## src/sv/cwr_pkg.sv

```systemverilog
// ----------------------------------------------------------------------------
// cwr_pkg
// Shared types, constants and the cosine weight table builder for the
// warm-restart cosine learning-rate block.
// ----------------------------------------------------------------------------
package cwr_pkg;

	localparam int STEP_BITS       = 32;
	localparam int RATE_W          = 32;
	localparam int MULT_W          = 5;
	localparam int COS_TABLE_DEPTH = 1024;
	localparam int IDX_W           = $clog2(COS_TABLE_DEPTH);
	localparam int CNT_W           = $clog2(STEP_BITS);
	localparam int WEIGHT_W        = 31;
	localparam int FRAC_SHIFT      = 30;
	localparam int CFG_IDX_W       = 2;

	localparam logic [STEP_BITS-1:0] STEP_MAX = {STEP_BITS{1'b1}};

	localparam longint unsigned Q30_ONE     = 64'd1073741824;
	localparam longint unsigned HALF_PI_Q30 = 64'd1686629713;

	localparam logic [CFG_IDX_W-1:0] REG_BASE_PERIOD       = 2'd0;
	localparam logic [CFG_IDX_W-1:0] REG_PERIOD_MULTIPLIER = 2'd1;
	localparam logic [CFG_IDX_W-1:0] REG_PEAK_RATE         = 2'd2;
	localparam logic [CFG_IDX_W-1:0] REG_FLOOR_RATE        = 2'd3;

	localparam logic [STEP_BITS-1:0] BASE_PERIOD_RESET       = 32'd1000;
	localparam logic [MULT_W-1:0]    PERIOD_MULTIPLIER_RESET = 5'd1;
	localparam logic [RATE_W-1:0]    PEAK_RATE_RESET         = 32'd26843545;
	localparam logic [RATE_W-1:0]    FLOOR_RATE_RESET        = 32'd0;

	typedef struct packed {
		logic load;
		logic mod_step;
		logic grow_step;
		logic pos_load;
		logic frac_step;
		logic rom_read;
		logic mul;
		logic finish;
	} cwr_cmd_t;

	typedef struct packed {
		logic mult_is_one;
		logic grow_more;
	} cwr_stat_t;

	// Table entry (1 + cos(pi * p / depth)) / 2 in Q1.30, evaluated as the
	// square of cos(theta) with theta = pi/2 * p / depth.
	function automatic logic [WEIGHT_W-1:0] rom_weight(input int unsigned p);
		longint unsigned theta;
		longint unsigned x2;
		longint unsigned t;
		longint unsigned u;
		longint unsigned c;
		longint unsigned w;
		theta = (HALF_PI_Q30 * longint'(p)) / COS_TABLE_DEPTH;
		x2 = (theta * theta) >> 30;
		t = Q30_ONE;
		t = Q30_ONE - (((x2 * t) >> 30) / 182);
		t = Q30_ONE - (((x2 * t) >> 30) / 132);
		t = Q30_ONE - (((x2 * t) >> 30) / 90);
		t = Q30_ONE - (((x2 * t) >> 30) / 56);
		t = Q30_ONE - (((x2 * t) >> 30) / 30);
		t = Q30_ONE - (((x2 * t) >> 30) / 12);
		u = (x2 * t) >> 31;
		c = (u >= Q30_ONE) ? 64'd0 : Q30_ONE - u;
		w = (c * c) >> 30;
		return w[WEIGHT_W-1:0];
	endfunction

endpackage

```

## src/sv/cwr_ctrl.sv

```systemverilog
// ----------------------------------------------------------------------------
// cwr_ctrl
// Sequencer for one word: period search or modulo, fraction divide, table
// read, scaling and output register handoff.
// ----------------------------------------------------------------------------
module cwr_ctrl
	import cwr_pkg::*;
(
	input  logic      clk,
	input  logic      arst_n,
	input  logic      in_valid,
	output logic      in_ready,
	output logic      out_valid,
	input  logic      out_ready,
	output cwr_cmd_t  cmd,
	input  cwr_stat_t stat
);

	typedef enum logic [2:0] {
		ST_IDLE,
		ST_DECIDE,
		ST_MOD,
		ST_GROW,
		ST_FRAC,
		ST_ROM,
		ST_MUL,
		ST_OUT
	} state_t;

	state_t           state_q;
	logic [CNT_W-1:0] cnt_q;
	logic             out_valid_q;
	logic             out_free;

	assign out_free  = !out_valid_q || out_ready;
	assign in_ready  = state_q == ST_IDLE;
	assign out_valid = out_valid_q;

	always_comb begin
		cmd           = '0;
		cmd.load      = (state_q == ST_IDLE) && in_valid;
		cmd.mod_step  = state_q == ST_MOD;
		cmd.grow_step = (state_q == ST_GROW) && stat.grow_more;
		cmd.pos_load  = (state_q == ST_GROW) && !stat.grow_more;
		cmd.frac_step = state_q == ST_FRAC;
		cmd.rom_read  = state_q == ST_ROM;
		cmd.mul       = state_q == ST_MUL;
		cmd.finish    = (state_q == ST_OUT) && out_free;
	end

	always_ff @(posedge clk or negedge arst_n) begin
		if (!arst_n) begin
			state_q     <= ST_IDLE;
			cnt_q       <= '0;
			out_valid_q <= 1'b0;
		end else begin
			if ((state_q == ST_OUT) && out_free) begin
				out_valid_q <= 1'b1;
			end else if (out_ready) begin
				out_valid_q <= 1'b0;
			end
			case (state_q)
				ST_IDLE: begin
					if (in_valid) begin
						state_q <= ST_DECIDE;
					end
				end
				ST_DECIDE: begin
					if (stat.mult_is_one) begin
						state_q <= ST_MOD;
						cnt_q   <= CNT_W'(STEP_BITS - 1);
					end else begin
						state_q <= ST_GROW;
					end
				end
				ST_MOD: begin
					cnt_q <= cnt_q - 1'b1;
					if (cnt_q == '0) begin
						state_q <= ST_FRAC;
						cnt_q   <= CNT_W'(IDX_W - 1);
					end
				end
				ST_GROW: begin
					if (!stat.grow_more) begin
						state_q <= ST_FRAC;
						cnt_q   <= CNT_W'(IDX_W - 1);
					end
				end
				ST_FRAC: begin
					cnt_q <= cnt_q - 1'b1;
					if (cnt_q == '0) begin
						state_q <= ST_ROM;
					end
				end
				ST_ROM: begin
					state_q <= ST_MUL;
				end
				ST_MUL: begin
					state_q <= ST_OUT;
				end
				ST_OUT: begin
					if (out_free) begin
						state_q <= ST_IDLE;
					end
				end
				default: begin
					state_q <= ST_IDLE;
				end
			endcase
		end
	end

endmodule

```

## config.mk

```make
export PLATFORM = sky130hd
export DESIGN_NAME = cwr_ctrl
export DESIGN_NICKNAME = d
export VERILOG_FILES = /design/src/sv/cwr_pkg.sv /design/src/sv/cwr_ctrl.sv
export SDC_FILE = /design/constraint.sdc
export NUM_CORES = 1
export LEC_CHECK = 0
export ABC_CLOCK_PERIOD_IN_PS = 1500
export BUFFER_PORTS_ARGS = -buffer_cell sky130_fd_sc_hd__buf_2
export CORE_MARGIN = 5
export CORE_UTILIZATION = 35
export CTS_CLUSTER_SIZE = 8
export DETAILED_ROUTE_END_ITERATION = 16
export PLACE_DENSITY = 0.56
export SLEW_MARGIN = 10
export SYNTH_ARGS = -nofsm -noshare
export SYNTH_HDL_FRONTEND = slang
export SYNTH_SLANG_ARGS = --single-unit
```

## constraint.sdc

```tcl
create_clock -name clk -period 1.5 [get_ports clk]
set_input_delay 0.225 -clock clk [delete_from_list [all_inputs] [get_ports clk]]
set_output_delay 0.225 -clock clk [all_outputs]
set_load 0.05 [all_outputs]
```

---- Yosys cells after proc, flatten, opt, wreduce, memory -nomap -nowiden ----
Index checks and enable logic that the tools add are counted.
word-level totals
  flip-flop bits (word level) ............. 9
  input bits .............................. 6
  output and inout port bits .............. 10
  word-level logic and storage cells ...... 43
operators by class
  $add $sub $neg .......................... 1
  equal/unequal tests ..................... 13
  mux-type cells .......................... 13
  reduce and logical (&&, ||, !) cells .... 13
operator list
  cell                   number
  $pmux W3 S8            1
  $pmux W5 S4            1
  $mux W3                5
  $mux W5                3
  $eq A3 B3 Y1 const B   4
  $ne A2 B2 Y1 const B   4
  $eq A3 B2 Y1 const B   2
  $logic_not A5 Y1       1
  $reduce_and A5 Y1      1
  $sub A5 B1 Y5 const B  1
  $logic_and A1 B1 Y1    4
  $ne A2 B1 Y1 const B   2
  $reduce_bool A4 Y1     1
  $eq A3 B1 Y1 const B   1
  $logic_not A3 Y1       1
  $mux W1                3
  $reduce_and A3 Y1      1
  $logic_not A1 Y1       2
  $reduce_bool A2 Y1     1
  $logic_or A1 B1 Y1     1

---- Logic depth before layout (Yosys ltp) ----
  depth after elaboration ................. 4
  mapped depth ............................ 6
  mapped depth without buffers ............ 6

---- Worst setup path after synthesis ----
OpenSTA, ideal clock, no wires.
  path type ............................... reg2out
  start ................................... reg state_q[0]
  end ..................................... out cmd[7] (netlist bit)
  arrival ................................. 2.381 ns
  data required time ...................... 1.275 ns
  path slack .............................. -1.106 ns
  cell stages (with the launch flop) ...... 5
  path buffers ............................ 2
  path through ............................ dfrtp_1 > buf_2 > buf_1 > nor3_1 > and2_1
RTL lines
  what                      line            source
  start: declaration        cwr_ctrl.sv:30  state_t state_q;
  start signal: assignment  cwr_ctrl.sv:53  state_q <= ST_IDLE;
  start signal: assignment  cwr_ctrl.sv:65  state_q <= ST_DECIDE;
  start signal: assignment  cwr_ctrl.sv:70  state_q <= ST_MOD;
  end: declaration          cwr_ctrl.sv:15  output cwr_cmd_t cmd,

---- Final worst setup path ----
  start ................................... reg cnt_q[0]
  end ..................................... reg cnt_q[4]
on the way
  word-level cells in the longest chain between the ends .. 3
  elaborated cells on any way between the ends .. 4
  those cells by class .................... add/sub (1); mux (2); reduce/logical (1)
RTL lines
  what                                                      line                                            source
  start: declaration                                        cwr_ctrl.sv:31                                  logic [CNT_W-1:0] cnt_q;
  start signal: assignment                                  cwr_ctrl.sv:71                                  cnt_q <= CNT_W'(STEP_BITS - 1);
  start signal: assignment                                  cwr_ctrl.sv:77                                  cnt_q <= cnt_q - 1'b1;
  start signal: assignment                                  cwr_ctrl.sv:80                                  cnt_q <= CNT_W'(IDX_W - 1);
  $sub A5 B1 Y5 / $logic_not A5 Y1 (equally long branches)  cwr_ctrl.sv:77, cwr_ctrl.sv:90, cwr_ctrl.sv:78
  $mux W5                                                   cwr_ctrl.sv:78                                  if (cnt_q == '0) begin
  $pmux W5 S4 (*)                                           cwr_ctrl.sv:62                                  case (state_q)
Mark *: on every way between the ends. The rest lies on a longest branch, timed or not.
A chain may end at the register's enable or synchronous reset.

==> impl_metrics.yaml <==
power:
  power_frac_clock_pct: 5.8
  p_int_w: 0.00168
  ir_drop_mv: 1.33
  p_comb_share_pct: 78.0
  swShare_pct: 47.7
  p_per_area_mw_per_mm2: 2630
  p_sw_w: 0.00153
  p_seq_share_pct: 16.2
  p_leak_nw: 0.536
clock_tree:
  cts.sinks: 9
  clock-root-buffer: "clkbuf_4"
  cts.clk_slew.worst_paths_ns: 0.06
  cts_made_buffers: 3
  clockBufferDepth: 2
  clock_latency_ns: 0.25
  tritoncts: "built"
  cts_max_level: 1
die:
  num_rows: 15
  die_w_um: 52.4
  die_h_um: 52.4
  core_area_mm2: 0.00173
  die-area_mm2: 0.00275
  start_util_pct: 36.4
  ios: 16
route:
  route.vias.total: 771
  drtAntennaViolNets: 0
  drtIter0Drc: 11
  avgViaCountPerCell: 5.39
  post-route-drc-count: 0
  finalWirelength_um: 2290
  drt_pass1_iterations: 5
  wl_per_cell_um: 16.0
finish:
  final_nets: 127
  area_growth_pct: 94.2
  drive_gt1_share_pct: 62.7
  multi_input_area_um2: 483
  fin_area_mm2: 0.00122
  diodes: 0
  regArea_um2: 229
  nFillCells: 141
global_routing:
  grt_pass1_vias: 723
  grt_use_total_pct: 16.3
  grt_pass1_wl_um: 3260
  grt_max_degree: 11
  overflow: 0
  antenna_found_initial: 0
sta:
  final.setup.worst_slack_ns: -0.144
  worst_clock_skew_ns: 0.000556
  min_period_ns: 1.64
  tightest_slew_ns: 0.396
  fmax_mhz: 608
  finalSetupViolCount: 13
  maxSlewHeadroom_pct: 73.5
  rsz0062_at_grt: "yes"
  final_hold_viol_count: 0
  period_share_pct: 110
  finalMaxSlewViolations: 0
  timing.hold.ws_ns: 0.355
synthesis:
  syn-num-nets: 79
  post-synth-top-area-cell: "dfrtp_1"
  synthMuxAreaShare_pct: 0
  synth_top_area_share_pct: 35.8
  synth_simple_gate_area_share_pct: 21.7
  syn_inst: 71
  synth.area.top_cells: "dfrtp_1, a21oi_1, o21ai_0, ha_1, nor3b_2"
  synth_area_um2: 629
  synth.avg_cell_area_um2: 8.86
  synth_top_family_by_area: "compound AO/OA/AOI/OAI gates"
  synth_cell_types: 36
  synth_xor_area_share_pct: 0
  synth_seq_area_share_pct: 35.8
  synth_fa_ha_area_share_pct: 3.98
  ys_ff_latch: 9
  synth-compound-area-share_pct: 33.4
  ys_warn_count: 0
outcome:
  status: "finished, violations left"
  violations: "negative setup slack"
setup_path:
  worst_ep_arrival_time_ns: 1.79
  cp.required_ns: 1.65
  crit_chain: "inv_2 -> ha_4 -> or4b_4 -> a21oi_4 -> a31oi_1 -> o22a_2"
  path_class: "flip-flop to flip-flop"
  slowest_delay_ns: 0.47
  r2r_cells: 6
  cpMaxStageDelayCell: "or4b_4"
  reg2reg_slack_ns: -0.14
  startpoint_type: "flip-flop"
  r2r-end: "cnt_q[4]$_DFFE_PN0P_"
  cp-endpoint: "cnt_q[4]$_DFFE_PN0P_"
  rr_startpoint: "cnt_q[0]$_DFFE_PN0P_"
  crit_path_end_kind: "flip-flop"
  startpoint: "cnt_q[0]$_DFFE_PN0P_"
  crit_path_max_fanout: 6
job:
  cap_violations: 0
placed_design:
  post-dp-hpwl_um: 1440
  place_area_um2: 932
  place_congestion: 0.868
  portBuffers: 15
min_path:
  holdCritPathClass: "input pin to asynchronous set/reset pin"
through the flow:
step / worst slack (ns) / setup TNS, ns / power, W / std cells / utilization (%)
final: -0.144 / -1.11 / 0.00321 / 143 / 70.8
after floorplan: -0.180 / -0.774 / 0.00175 / 71 / -
after global routing: -0.206 / -1.82 / 0.00339 / 143 / 70.8
after CTS: -0.159 / -0.858 / 0.00291 / 137 / 65.7
after global placement: -0.142 / -0.481 / 0.00231 / 127 / 54.0
after detailed placement: -0.173 / -0.683 / 0.00233 / 127 / 54.0
layout make-up:
cell class	count	area share [%]
well taps	25	2.56
clock buffers	4	2.15
repair buffers	47	34.9
inverters	4	2.15
multi-input cells	54	39.5
flip-flops and latches	9	18.7
cells in the mapped netlist:
library cell,n
and2_1,1
a21oi_4,1
a21oi_1,8
ha_1,2
a211oi_1,1
or4b_4,1
nor3b_1,1
o2bb2ai_1,1
clkbuf_1,1
a31o_2,1
buf_1,1
a21o_1,1
o21ai_0,7
o31ai_1,1
nand2_1,3
nor3b_2,2
nor4bb_1,1
clkinv_1,1
a32oi_1,1
and3_1,1
clkbuf_2,1
o22a_2,1
a311oi_1,1
buf_2,1
o41ai_1,1
nor3_1,4
inv_1,3
a21boi_0,2
nor2_1,4
dfrtp_1,9
nor2_2,1
a31oi_1,2
a22oi_1,1
o21a_1,1
nand2b_1,1
nor4b_1,1
cells by family after synthesis:
family          count (synthesis)
flops                           9
fa+ha+maj                       2
simple gates                   21
compound gates                 31
buf+inv                         8
layout by cell type (no fill, tap or decap), types with 5 or more instances in the layout:
cell,n
buf_8,5
dfrtp_1,6
a21oi_1,8
buf_2,6
buf_6,13
buf_4,22
o21ai_0,6
critical path, delay by kind of cell, from the launching register on:
family          cells  cell delay (ns)
compound gates      3             0.46
fa+ha+maj           1             0.13
buf+inv             1             0.08
flops               1             0.38
simple gates        1             0.47
layer usage:
metal | GRT usage (%) | up-vias | part of all wire, %
met5 | 0 | - | 0
met4 | 4.68 | 0 | 1.6
met3 | 3.70 | 5 | 3.5
met2 | 30.0 | 17 | 53
met1 | 18.5 | 387 | 42
li1 | - | 362 | -
timing repair:
item | CTS | global route
setup endpoints to repair | 14 | 15
pin swaps | 7 | 9
hold buffers | 1 | 0
endpoints found under the hold margin | 9 | 0
resized for setup | 40 | 11
buffers inserted | 5 | 6
state kept, by name, indices dropped and copies added, names as in the netlist:
register / cells
out_valid: 1
state_q: 3
cnt_q: 5
worst min-delay path by stage:
stage	start	end	slack, ns	cells after the start
finish	arst_n	cnt_q[2]$_DFFE_PN0P_	0.36	2
global route	arst_n	cnt_q[4]$_DFFE_PN0P_	0.37	2
CTS	out_ready	out_valid$_DFFE_PN0P_	0.32	3
detailed placement	arst_n	state_q[0]$_DFFE_PN0P_	0.1	1
global placement	arst_n	cnt_q[2]$_DFFE_PN0P_	0.1	1
floorplan	arst_n	cnt_q[0]$_DFFE_PN0P_	-0.07	0
power groups by stage:
stage	registers (W)	clock network [W]	logic (W)
floorplan	0.000502	0	0.00125
global placement	0.000503	0	0.00180
detailed placement	0.000502	0	0.00182
CTS	0.000505	0.000193	0.00221
global route	0.000530	0.000213	0.00264
finish	0.000520	0.000187	0.00250
Note: power is estimated with default switching activity, not from simulation.
